<file path="config.mk">
export PLATFORM = sky130hd
export DESIGN_NAME = softened_gravity_velocity_accumulator_top
export DESIGN_NICKNAME = d
export VERILOG_FILES = /design/src/sgva_pkg.sv /design/src/sgva_mul.sv /design/src/sgva_div.sv /design/src/softened_gravity_velocity_accumulator_top.sv
export SDC_FILE = /design/constraint.sdc
export NUM_CORES = 2
export LEC_CHECK = 0
export BUFFER_PORTS_ARGS = -buffer_cell sky130_fd_sc_hd__buf_2
export CAP_MARGIN = 10
export CORE_UTILIZATION = 55
export DETAILED_ROUTE_END_ITERATION = 12
export HOLD_SLACK_MARGIN = 0.08
export PLACE_DENSITY = 0.73
export SYNTH_ARGS = -nofsm -noshare
export SYNTH_HDL_FRONTEND = slang
export SYNTH_SLANG_ARGS = --single-unit
</file>
<file path="constraint.sdc">
create_clock -name clk -period 12.96 [get_ports clk]
set_input_delay 3.888 -clock clk [delete_from_list [all_inputs] [get_ports clk]]
set_output_delay 3.888 -clock clk [all_outputs]
set_load 0.01 [all_outputs]
</file>
<file path="src/sgva_pkg.sv">
// Shared types and constants for the softened gravity velocity accumulator.
// Used by the top level; depends on nothing.
package sgva_pkg;

	// Gravitational constant scaled by 2^64, rounded
	localparam logic [63:0] GQ64 = 64'd1231191040;

	localparam int MAG_W  = 33;
	localparam int ROOT_W = 34;
	localparam int SUM_W  = 68;
	localparam int REM_W  = 40;

	// Per-item sequencer
	typedef enum logic [9:0] {
		ST_IDLE = 10'b00_0000_0001,
		ST_SQ   = 10'b00_0000_0010,
		ST_ROOT = 10'b00_0000_0100,
		ST_DSQ  = 10'b00_0000_1000,
		ST_MASS = 10'b00_0001_0000,
		ST_ACC  = 10'b00_0010_0000,
		ST_STEP = 10'b00_0100_0000,
		ST_VMUL = 10'b00_1000_0000,
		ST_VDIV = 10'b01_0000_0000,
		ST_DONE = 10'b10_0000_0000
	} state_t;

	typedef enum logic [1:0] {
		REG_MIN_DIST  = 2'd0,
		REG_SKIP_DIST = 2'd1,
		REG_SOFT_SQ   = 2'd2,
		REG_STEPS     = 2'd3
	} cfg_reg_t;

endpackage

</file>
<file path="src/sgva_mul.sv">
// Bit-serial shift-and-add multiplier, 64 x 64 -> 128, one multiplier bit a cycle.
// Finishes early once the remaining multiplier bits are zero. Depends on nothing.
module sgva_mul (
	input  logic         clk,
	input  logic         arst_n,
	input  logic         start,
	input  logic [63:0]  a,
	input  logic [63:0]  b,
	output logic         busy,
	output logic [127:0] prod
);

	logic         busy_q;
	logic [127:0] mcand_q;
	logic [63:0]  mplier_q;
	logic [127:0] prod_q;

	always_ff @(posedge clk or negedge arst_n) begin
		if (!arst_n) begin
			busy_q <= 1'b0;
		end else if (start) begin
			busy_q <= 1'b1;
		end else if (busy_q && mplier_q == 64'd0) begin
			busy_q <= 1'b0;
		end
	end

	always_ff @(posedge clk) begin
		if (start) begin
			mcand_q  <= {64'd0, a};
			mplier_q <= b;
			prod_q   <= 128'd0;
		end else if (busy_q && mplier_q != 64'd0) begin
			if (mplier_q[0]) begin
				prod_q <= prod_q + mcand_q;
			end
			mcand_q  <= {mcand_q[126:0], 1'b0};
			mplier_q <= {1'b0, mplier_q[63:1]};
		end
	end

	assign busy = busy_q;
	assign prod = prod_q;

endmodule

</file>
<file path="src/sgva_div.sv">
// Restoring divider, one quotient bit a cycle, numerator taken from its top bit down.
// The caller left-aligns the numerator and gives the number of bits to consume.
module sgva_div (
	input  logic         clk,
	input  logic         arst_n,
	input  logic         start,
	input  logic [127:0] num,
	input  logic [63:0]  den,
	input  logic [7:0]   iters,
	output logic         busy,
	output logic [63:0]  quo
);

	logic         busy_q;
	logic [7:0]   cnt_q;
	logic [127:0] num_q;
	logic [63:0]  den_q;
	logic [63:0]  rem_q;
	logic [63:0]  quo_q;
	logic [64:0]  trial;
	logic [64:0]  diff;

	assign trial = {rem_q, num_q[127]};
	assign diff  = trial - {1'b0, den_q};

	always_ff @(posedge clk or negedge arst_n) begin
		if (!arst_n) begin
			busy_q <= 1'b0;
			cnt_q  <= 8'd0;
		end else if (start) begin
			busy_q <= 1'b1;
			cnt_q  <= iters;
		end else if (busy_q) begin
			cnt_q <= cnt_q - 8'd1;
			if (cnt_q == 8'd1) begin
				busy_q <= 1'b0;
			end
		end
	end

	always_ff @(posedge clk) begin
		if (start) begin
			num_q <= num;
			den_q <= den;
			rem_q <= 64'd0;
			quo_q <= 64'd0;
		end else if (busy_q) begin
			num_q <= {num_q[126:0], 1'b0};
			if (!diff[64]) begin
				rem_q <= diff[63:0];
				quo_q <= {quo_q[62:0], 1'b1};
			end else begin
				rem_q <= trial[63:0];
				quo_q <= {quo_q[62:0], 1'b0};
			end
		end
	end

	assign busy = busy_q;
	assign quo  = quo_q;

endmodule

</file>
<file path="src/softened_gravity_velocity_accumulator_top.sv">
// Softened gravity velocity accumulator: top level with sequencer and velocity state.
// Depends on sgva_pkg, sgva_mul and sgva_div.
//
// One item is worked at a time; in_ready is high only while the sequencer is idle. A collide
// item goes straight to the done state. A pull item runs through one bit-serial multiplier
// (one multiplier bit a cycle, stopping at the last set bit) and one restoring divider (one
// quotient bit a cycle): three squarings, a square root done in the sequencer itself, the
// distance squared, G times mass, two divisions, then per axis a multiply and a division.
// A skipped pull ends after the square root. The result sits in an output register, so the
// next item is taken as soon as the sequencer is idle.
module softened_gravity_velocity_accumulator_top #(
	parameter int FRAC_BITS = 16
) (
	input  logic               clk,
	input  logic               arst_n,
	input  logic               cfg_we,
	input  logic [1:0]         cfg_index,
	input  logic [30:0]        cfg_data,
	input  logic               in_valid,
	output logic               in_ready,
	input  logic               operation,
	input  logic signed [31:0] body_x,
	input  logic signed [31:0] body_y,
	input  logic signed [31:0] body_z,
	input  logic signed [31:0] self_x,
	input  logic signed [31:0] self_y,
	input  logic signed [31:0] self_z,
	input  logic [47:0]        body_mass,
	output logic               out_valid,
	input  logic               out_ready,
	output logic signed [31:0] vel_x,
	output logic signed [31:0] vel_y,
	output logic signed [31:0] vel_z,
	output logic               skipped
);

	localparam int NUM_SHIFT = 64 - 2 * FRAC_BITS;

	sgva_pkg::state_t state_q;
	logic             ph_q;
	logic [1:0]       ax_q;
	logic [5:0]       cnt_q;

	logic [30:0] min_dist_q;
	logic [15:0] skip_dist_q;
	logic [30:0] soft_sq_q;
	logic [9:0]  steps_q;

	logic [sgva_pkg::MAG_W-1:0]  mag_q [3];
	logic [2:0]                  neg_q;
	logic [47:0]                 mass_q;
	logic [sgva_pkg::SUM_W-1:0]  sum_q;
	logic [sgva_pkg::REM_W-1:0]  rem_q;
	logic [sgva_pkg::ROOT_W-1:0] root_q;
	logic [63:0]                 den_q;
	logic [63:0]                 work_q;
	logic signed [31:0]          vel_q [3];
	logic                        skip_q;

	logic               out_valid_q;
	logic signed [31:0] vel_x_q, vel_y_q, vel_z_q;
	logic               skipped_q;

	logic         mul_start, mul_busy;
	logic [63:0]  mul_a, mul_b;
	logic [127:0] mul_prod;
	logic         div_start, div_busy;
	logic [127:0] div_num;
	logic [63:0]  div_den;
	logic [7:0]   div_iters;
	logic [63:0]  div_quo;

	logic                        in_xfer;
	logic                        out_load;
	logic signed [32:0]          diff_x, diff_y, diff_z;
	logic [sgva_pkg::REM_W-1:0]  rem_sh;
	logic [sgva_pkg::REM_W-1:0]  root_trial;
	logic [sgva_pkg::ROOT_W-1:0] d_clamp;
	logic [63:0]                 den_sum;
	logic [63:0]                 steps_ext;
	logic [33:0]                 delta;
	logic signed [35:0]          vel_sum;
	logic signed [31:0]          vel_sat;

	assign in_ready = (state_q == sgva_pkg::ST_IDLE);
	assign in_xfer  = in_valid && in_ready;
	assign out_load = (state_q == sgva_pkg::ST_DONE) && (!out_valid_q || out_ready);

	assign diff_x = 33'(body_x) - 33'(self_x);
	assign diff_y = 33'(body_y) - 33'(self_y);
	assign diff_z = 33'(body_z) - 33'(self_z);

	assign rem_sh     = {rem_q[sgva_pkg::REM_W-3:0], sum_q[sgva_pkg::SUM_W-1 -: 2]};
	assign root_trial = {4'd0, root_q, 2'b01};
	assign d_clamp    = (root_q > {3'd0, min_dist_q}) ? root_q : {3'd0, min_dist_q};
	assign den_sum    = mul_prod[FRAC_BITS +: 64] + {33'd0, soft_sq_q};
	assign steps_ext  = (steps_q == 10'd0) ? 64'd1 : {54'd0, steps_q};

	assign delta   = (div_quo > 64'h2_0000_0000) ? 34'h2_0000_0000 : div_quo[33:0];
	assign vel_sum = neg_q[ax_q] ? 36'(vel_q[ax_q]) - $signed({2'b00, delta})
	                             : 36'(vel_q[ax_q]) + $signed({2'b00, delta});
	always_comb begin
		if (vel_sum > 36'sd2147483647) begin
			vel_sat = 32'sh7FFF_FFFF;
		end else if (vel_sum < -36'sd2147483648) begin
			vel_sat = 32'sh8000_0000;
		end else begin
			vel_sat = vel_sum[31:0];
		end
	end

	// Operand selection for the shared units
	always_comb begin
		mul_start = 1'b0;
		mul_a     = 64'd0;
		mul_b     = 64'd0;
		div_start = 1'b0;
		div_num   = 128'd0;
		div_den   = 64'd1;
		div_iters = 8'd64;
		case (state_q)
			sgva_pkg::ST_SQ: begin
				mul_start = !ph_q;
				mul_a     = {31'd0, mag_q[ax_q]};
				mul_b     = {31'd0, mag_q[ax_q]};
			end
			sgva_pkg::ST_DSQ: begin
				mul_start = !ph_q;
				mul_a     = {30'd0, d_clamp};
				mul_b     = {30'd0, d_clamp};
			end
			sgva_pkg::ST_MASS: begin
				mul_start = !ph_q;
				mul_a     = sgva_pkg::GQ64;
				mul_b     = {16'd0, mass_q};
			end
			sgva_pkg::ST_ACC: begin
				div_start = !ph_q;
				div_num   = {work_q, 64'd0};
				div_den   = den_q;
			end
			sgva_pkg::ST_STEP: begin
				div_start = !ph_q;
				div_num   = {work_q, 64'd0};
				div_den   = steps_ext;
			end
			sgva_pkg::ST_VMUL: begin
				mul_start = !ph_q;
				mul_a     = work_q;
				mul_b     = {31'd0, mag_q[ax_q]};
			end
			sgva_pkg::ST_VDIV: begin
				div_start = !ph_q;
				div_num   = mul_prod;
				div_den   = {30'd0, root_q};
				div_iters = 8'd128;
			end
			default: begin
			end
		endcase
	end

	sgva_mul u_mul (
		.clk    (clk),
		.arst_n (arst_n),
		.start  (mul_start),
		.a      (mul_a),
		.b      (mul_b),
		.busy   (mul_busy),
		.prod   (mul_prod)
	);

	sgva_div u_div (
		.clk    (clk),
		.arst_n (arst_n),
		.start  (div_start),
		.num    (div_num),
		.den    (div_den),
		.iters  (div_iters),
		.busy   (div_busy),
		.quo    (div_quo)
	);

	always_ff @(posedge clk or negedge arst_n) begin
		if (!arst_n) begin
			min_dist_q  <= 31'd327680;
			skip_dist_q <= 16'd7;
			soft_sq_q   <= 31'd65536;
			steps_q     <= 10'd60;
		end else if (cfg_we) begin
			unique case (sgva_pkg::cfg_reg_t'(cfg_index))
				sgva_pkg::REG_MIN_DIST:  min_dist_q  <= cfg_data;
				sgva_pkg::REG_SKIP_DIST: skip_dist_q <= cfg_data[15:0];
				sgva_pkg::REG_SOFT_SQ:   soft_sq_q   <= cfg_data;
				sgva_pkg::REG_STEPS:     steps_q     <= cfg_data[9:0];
				default: begin
				end
			endcase
		end
	end

	always_ff @(posedge clk or negedge arst_n) begin
		if (!arst_n) begin
			state_q     <= sgva_pkg::ST_IDLE;
			ph_q        <= 1'b0;
			ax_q        <= 2'd0;
			cnt_q       <= 6'd0;
			vel_q[0]    <= 32'sd0;
			vel_q[1]    <= 32'sd0;
			vel_q[2]    <= 32'sd0;
			out_valid_q <= 1'b0;
		end else begin
			if (out_load) begin
				out_valid_q <= 1'b1;
			end else if (out_ready) begin
				out_valid_q <= 1'b0;
			end
			unique case (state_q)
				sgva_pkg::ST_IDLE: begin
					if (in_xfer) begin
						ph_q <= 1'b0;
						ax_q <= 2'd0;
						if (operation) begin
							vel_q[0] <= 32'sd0;
							vel_q[1] <= 32'sd0;
							vel_q[2] <= 32'sd0;
							state_q  <= sgva_pkg::ST_DONE;
						end else begin
							state_q <= sgva_pkg::ST_SQ;
						end
					end
				end
				sgva_pkg::ST_SQ: begin
					if (!ph_q) begin
						ph_q <= 1'b1;
					end else if (!mul_busy) begin
						ph_q <= 1'b0;
						if (ax_q == 2'd2) begin
							ax_q    <= 2'd0;
							cnt_q   <= 6'd0;
							state_q <= sgva_pkg::ST_ROOT;
						end else begin
							ax_q <= ax_q + 2'd1;
						end
					end
				end
				sgva_pkg::ST_ROOT: begin
					cnt_q <= cnt_q + 6'd1;
					if (cnt_q == 6'(sgva_pkg::ROOT_W - 1)) begin
						state_q <= sgva_pkg::ST_DSQ;
					end
				end
				sgva_pkg::ST_DSQ: begin
					// a distance of zero has no direction: skip it as well
					if (!ph_q && (root_q == '0 || root_q < {18'd0, skip_dist_q})) begin
						state_q <= sgva_pkg::ST_DONE;
					end else if (!ph_q) begin
						ph_q <= 1'b1;
					end else if (!mul_busy) begin
						ph_q    <= 1'b0;
						state_q <= sgva_pkg::ST_MASS;
					end
				end
				sgva_pkg::ST_MASS: begin
					if (!ph_q) begin
						ph_q <= 1'b1;
					end else if (!mul_busy) begin
						ph_q    <= 1'b0;
						state_q <= sgva_pkg::ST_ACC;
					end
				end
				sgva_pkg::ST_ACC: begin
					if (!ph_q) begin
						ph_q <= 1'b1;
					end else if (!div_busy) begin
						ph_q    <= 1'b0;
						state_q <= sgva_pkg::ST_STEP;
					end
				end
				sgva_pkg::ST_STEP: begin
					if (!ph_q) begin
						ph_q <= 1'b1;
					end else if (!div_busy) begin
						ph_q    <= 1'b0;
						state_q <= sgva_pkg::ST_VMUL;
					end
				end
				sgva_pkg::ST_VMUL: begin
					if (!ph_q) begin
						ph_q <= 1'b1;
					end else if (!mul_busy) begin
						ph_q    <= 1'b0;
						state_q <= sgva_pkg::ST_VDIV;
					end
				end
				sgva_pkg::ST_VDIV: begin
					if (!ph_q) begin
						ph_q <= 1'b1;
					end else if (!div_busy) begin
						ph_q        <= 1'b0;
						vel_q[ax_q] <= vel_sat;
						if (ax_q == 2'd2) begin
							state_q <= sgva_pkg::ST_DONE;
						end else begin
							ax_q    <= ax_q + 2'd1;
							state_q <= sgva_pkg::ST_VMUL;
						end
					end
				end
				sgva_pkg::ST_DONE: begin
					// hold until the output register is free
					if (out_load) begin
						state_q <= sgva_pkg::ST_IDLE;
					end
				end
				default: begin
					state_q <= sgva_pkg::ST_IDLE;
				end
			endcase
		end
	end

	// Datapath registers
	always_ff @(posedge clk) begin
		case (state_q)
			sgva_pkg::ST_IDLE: begin
				if (in_xfer) begin
					mag_q[0] <= diff_x[32] ? 33'(-diff_x) : 33'(diff_x);
					mag_q[1] <= diff_y[32] ? 33'(-diff_y) : 33'(diff_y);
					mag_q[2] <= diff_z[32] ? 33'(-diff_z) : 33'(diff_z);
					neg_q    <= {diff_z[32], diff_y[32], diff_x[32]};
					mass_q   <= body_mass;
					sum_q    <= '0;
					rem_q    <= '0;
					root_q   <= '0;
					skip_q   <= !operation;
				end
			end
			sgva_pkg::ST_SQ: begin
				if (ph_q && !mul_busy) begin
					sum_q <= sum_q + mul_prod[sgva_pkg::SUM_W-1:0];
				end
			end
			sgva_pkg::ST_ROOT: begin
				// two radicand bits a cycle
				sum_q <= {sum_q[sgva_pkg::SUM_W-3:0], 2'b00};
				if (rem_sh >= root_trial) begin
					rem_q  <= rem_sh - root_trial;
					root_q <= {root_q[sgva_pkg::ROOT_W-2:0], 1'b1};
				end else begin
					rem_q  <= rem_sh;
					root_q <= {root_q[sgva_pkg::ROOT_W-2:0], 1'b0};
				end
			end
			sgva_pkg::ST_DSQ: begin
				if (ph_q && !mul_busy) begin
					skip_q <= 1'b0;
					den_q  <= (den_sum == 64'd0) ? 64'd1 : den_sum;
				end
			end
			sgva_pkg::ST_MASS: begin
				if (ph_q && !mul_busy) begin
					work_q <= mul_prod[NUM_SHIFT +: 64];
				end
			end
			sgva_pkg::ST_ACC, sgva_pkg::ST_STEP: begin
				if (ph_q && !div_busy) begin
					work_q <= div_quo;
				end
			end
			default: begin
			end
		endcase
	end

	always_ff @(posedge clk) begin
		if (out_load) begin
			vel_x_q   <= vel_q[0];
			vel_y_q   <= vel_q[1];
			vel_z_q   <= vel_q[2];
			skipped_q <= skip_q;
		end
	end

	assign out_valid = out_valid_q;
	assign vel_x     = vel_x_q;
	assign vel_y     = vel_y_q;
	assign vel_z     = vel_z_q;
	assign skipped   = skipped_q;

endmodule
</file>
==> impl_metrics.env <==
export IMPL_crit_path_top_delay_cell="nand2b_1"
export IMPL_cpPeakStageDelay_ns=1.05
export IMPL_peakVddDrop_v=0.000206
export IMPL_synth_edf_count=820
export IMPL_viasPerCell=6.34
export IMPL_die_area_mm2=0.154
export IMPL_ys_ff_latch=1354
export IMPL_syn_nets=9783
export IMPL_powerDensity_mw_per_mm2=246
export IMPL_design_core_area_mm2=0.151
export IMPL_ys_types=103
export IMPL_post_cts_buffers=0
export IMPL_fin_nets=9961
export IMPL_overflow=0
export IMPL_start_kind="register"
export IMPL_fin_crit_sh_pct=77.1
export IMPL_ys_seq_area_share_pct=43.4
export IMPL_required_ns=13.59
export IMPL_hold_viol=0
export IMPL_synth_area_leaders="edfxtp_1 (29%), ha_1 (7.7%), dfxtp_1 (7.6%), dfrtp_1 (6.1%), nand2_1 (4.9%)"
export IMPL_ys_warn_count=0
export IMPL_r2r_end="vel_q[14]"
export IMPL_clkSlewWorstSetupHoldPaths_ns=0.06
export IMPL_port_buffers=377
export IMPL_first_global_vias=67700
export IMPL_routed_wl_mm=276
export IMPL_first_iter_violations=7402
export IMPL_clock_skew_final_ns=0.0320
export IMPL_initial_core_util_pct=55.7
export IMPL_synth_common_cells="nand2_1 (1086), edfxtp_1 (820), a21oi_1 (772), o21ai_0 (720), nor2_1 (611)"
export IMPL_clk_latency_ns=0.82
export IMPL_die_w_um=393
export IMPL_syn_avg_cell_area_um2=9.34
export IMPL_final_cell_area_mm2=0.0928
export IMPL_grt_max_degree=176
export IMPL_ctsResizeCount=0
export IMPL_placed_cell_area_mm2=0.0877
export IMPL_grt_pass1_wl_mm=413
export IMPL_reg2reg_depth=29
export IMPL_setup_tns_ns=0
export IMPL_cts_sinks=1354
export IMPL_hpwl_mm=208
export IMPL_grt_total_usage_pct=35.2
export IMPL_crit_path_start="u_div.quo[2]"
export IMPL_outcome="finished, final reports clean"
export IMPL_ioPinCount=378
export IMPL_h_tree_depth=4
export IMPL_ant_nets=0
export IMPL_finish_utilization_pct=61.6
export IMPL_cts_buffers=148
export IMPL_post_drt_wl_per_cell_um=24.4
export IMPL_setup_ws_ns=2.97
export IMPL_die_height_um=393
export IMPL_worstSetupPathDepth=29
export IMPL_rr_startpoint="u_div.quo[2]"
export IMPL_wl_met1_mm=111
export IMPL_dp_cells=11000
export IMPL_slew_headroom_pct=12.4
export IMPL_drive_gt1_share_pct=10.6
export IMPL_wl_met2_mm=127
export IMPL_area_growth_pct=10.6
export IMPL_drv_cap=0
export IMPL_fin_crit_ns=9.99
export IMPL_async_flop_share_pct=15.8
export IMPL_synth_cells=8981
export IMPL_cp_endpoint="vel_q[14]"
export IMPL_hold_buffers=0
export IMPL_worstSetupPathType="reg -> reg"
export IMPL_cp_num_buf_inv=3
export IMPL_setup_viol=0
export IMPL_cp_arrival_ns=10.63
export IMPL_hp_start="skip_q"
export IMPL_drv_slew=0
export IMPL_p_leak_nw=38.9
export IMPL_place_gp_congestion=1.01
export IMPL_power_mw=22.8
export IMPL_placementRows=142
export IMPL_cts_path_max_buffers=3
export IMPL_ys_flop_type="edfxtp_1"
export IMPL_vias=71700
export IMPL_grt_setup_unrepaired="false"
export IMPL_topRoutingLayerUsed="met5"
export IMPL_max_freq_mhz=100
export IMPL_drc=0
export IMPL_tritoncts="yes"
export IMPL_yosysMostFrequentCell="nand2_1"
export IMPL_crit_fanout=32
export IMPL_yosys_area_top_type="edfxtp_1"
export IMPL_worst_pin_slew_ns=1.31
export IMPL_hold_class="reg -> reg"
export IMPL_reg2reg_slack_ns=2.97
export IMPL_place_ws_ns=3.37
export IMPL_cpLargestDelayFamily="simple AND/OR/NAND/NOR gates"
export IMPL_antenna_found_initial=21
export IMPL_clockRootBuffer="clkbuf_16"
export IMPL_first_pass_iters=8
export IMPL_syn_area_mm2=0.0839
export IMPL_endpoint_kind="register"
export IMPL_route_met3_wl_mm=20.7
export IMPL_synth_top_area_share_pct=29.3
export IMPL_final_cell_count_no_fill=11300
export IMPL_holdWs_ns=0.424
-- layer usage --
| metal | global-route usage [%] | vias up |
|---|---|---|
| met2 | 57.1 | 3230 |
| met1 | 45.2 | 34600 |
| met4 | 20.0 | 8 |
| li1 | - | 33200 |
| met5 | 0 | - |
| met3 | 5.01 | 645 |
-- power by group --
part	switching [mW]	internal, mW
sequential	1.11	5.96
clock	1.86	2.57
combinational	7.28	4.06
total	10.2	12.6
-- worst min path at each step --
stage | depth (start not counted) | to | slack, ns
after floorplan | 0 | skipped | 0.40
after global placement | 0 | skipped | 0.40
after detailed placement | 0 | skipped | 0.41
after CTS | 0 | skipped | 0.42
after global routing | 0 | skipped | 0.43
final | 0 | skipped | 0.42
-- worst register-to-register path, delay by kind of cell (launching register included) --
family	cells	cell delay, ns
buffers and inverters	3	0.42
AND/OR/NAND/NOR	12	4.65
flip-flops	1	0.37
AO/OA/AOI/OAI	12	3.70
adder cells (fa/ha/maj)	2	0.65
-- state kept, by name (all words and copies together), names as in the netlist, 31 cells and up --
signal          count
u_div.num_q       128
u_mul.mcand_q     128
u_mul.prod        128
mag_q              99
vel_q              96
sum_q              68
den_q              64
u_div.den_q        64
u_div.quo          64
u_div.rem_q        64
work_q             64
mass_q             48
u_mul.mplier_q     48
rem_q              38
root_q             34
vel_x              32
vel_y              32
vel_z              32
min_dist_q         31
soft_sq_q          31
-- layout by cell type, fill, tap and decap left out, drive strengths merged, types with 73 or more instances in the layout --
cell | netlist | routed
o21bai | 73 | 73
a21o | 315 | 315
and2 | 77 | 77
a221oi | 77 | 77
nor2 | 613 | 613
mux2i | 194 | 194
a22oi | 74 | 74
nand2b | 74 | 74
inv | 448 | 456
nor2b | 76 | 76
a21oi | 776 | 776
buf | 36 | 479
xnor2 | 332 | 332
nor3 | 90 | 90
a22o | 96 | 96
o21ai | 730 | 730
dfxtp | 320 | 320
dfrtp | 203 | 203
nand2 | 1086 | 1086
ha | 515 | 515
mux2 | 129 | 129
nand3 | 149 | 149
xor2 | 204 | 204
clkbuf | 415 | 203
a31oi | 117 | 117
nand4 | 107 | 107
edfxtp | 820 | 820
-- logic make-up after synthesis --
kind of cell	Yosys count	synth area share (%)
muxes	323	4.05
xor gates and xnor gates	536	5.60
adders and majority gates	523	7.87
buffers and inverters	900	4.04
AOI/OAI and AO/OA	2738	20.7
DFF	1354	43.4
and+or+nand+nor	2607	14.3
-- final cells by class --
type	count	area [um2]
Antenna cell	8	20.0
Clock buffer	203	4120
Clock inverter	75	967
Fill cell	12800	57900
Inverter	449	1700
Multi-Input combinational cell	6727	44400
Sequential cell	1354	36400
Tap cell	2016	2520
Timing Repair Buffer	479	2700
Note: power is estimated with default switching activity, not from simulation.
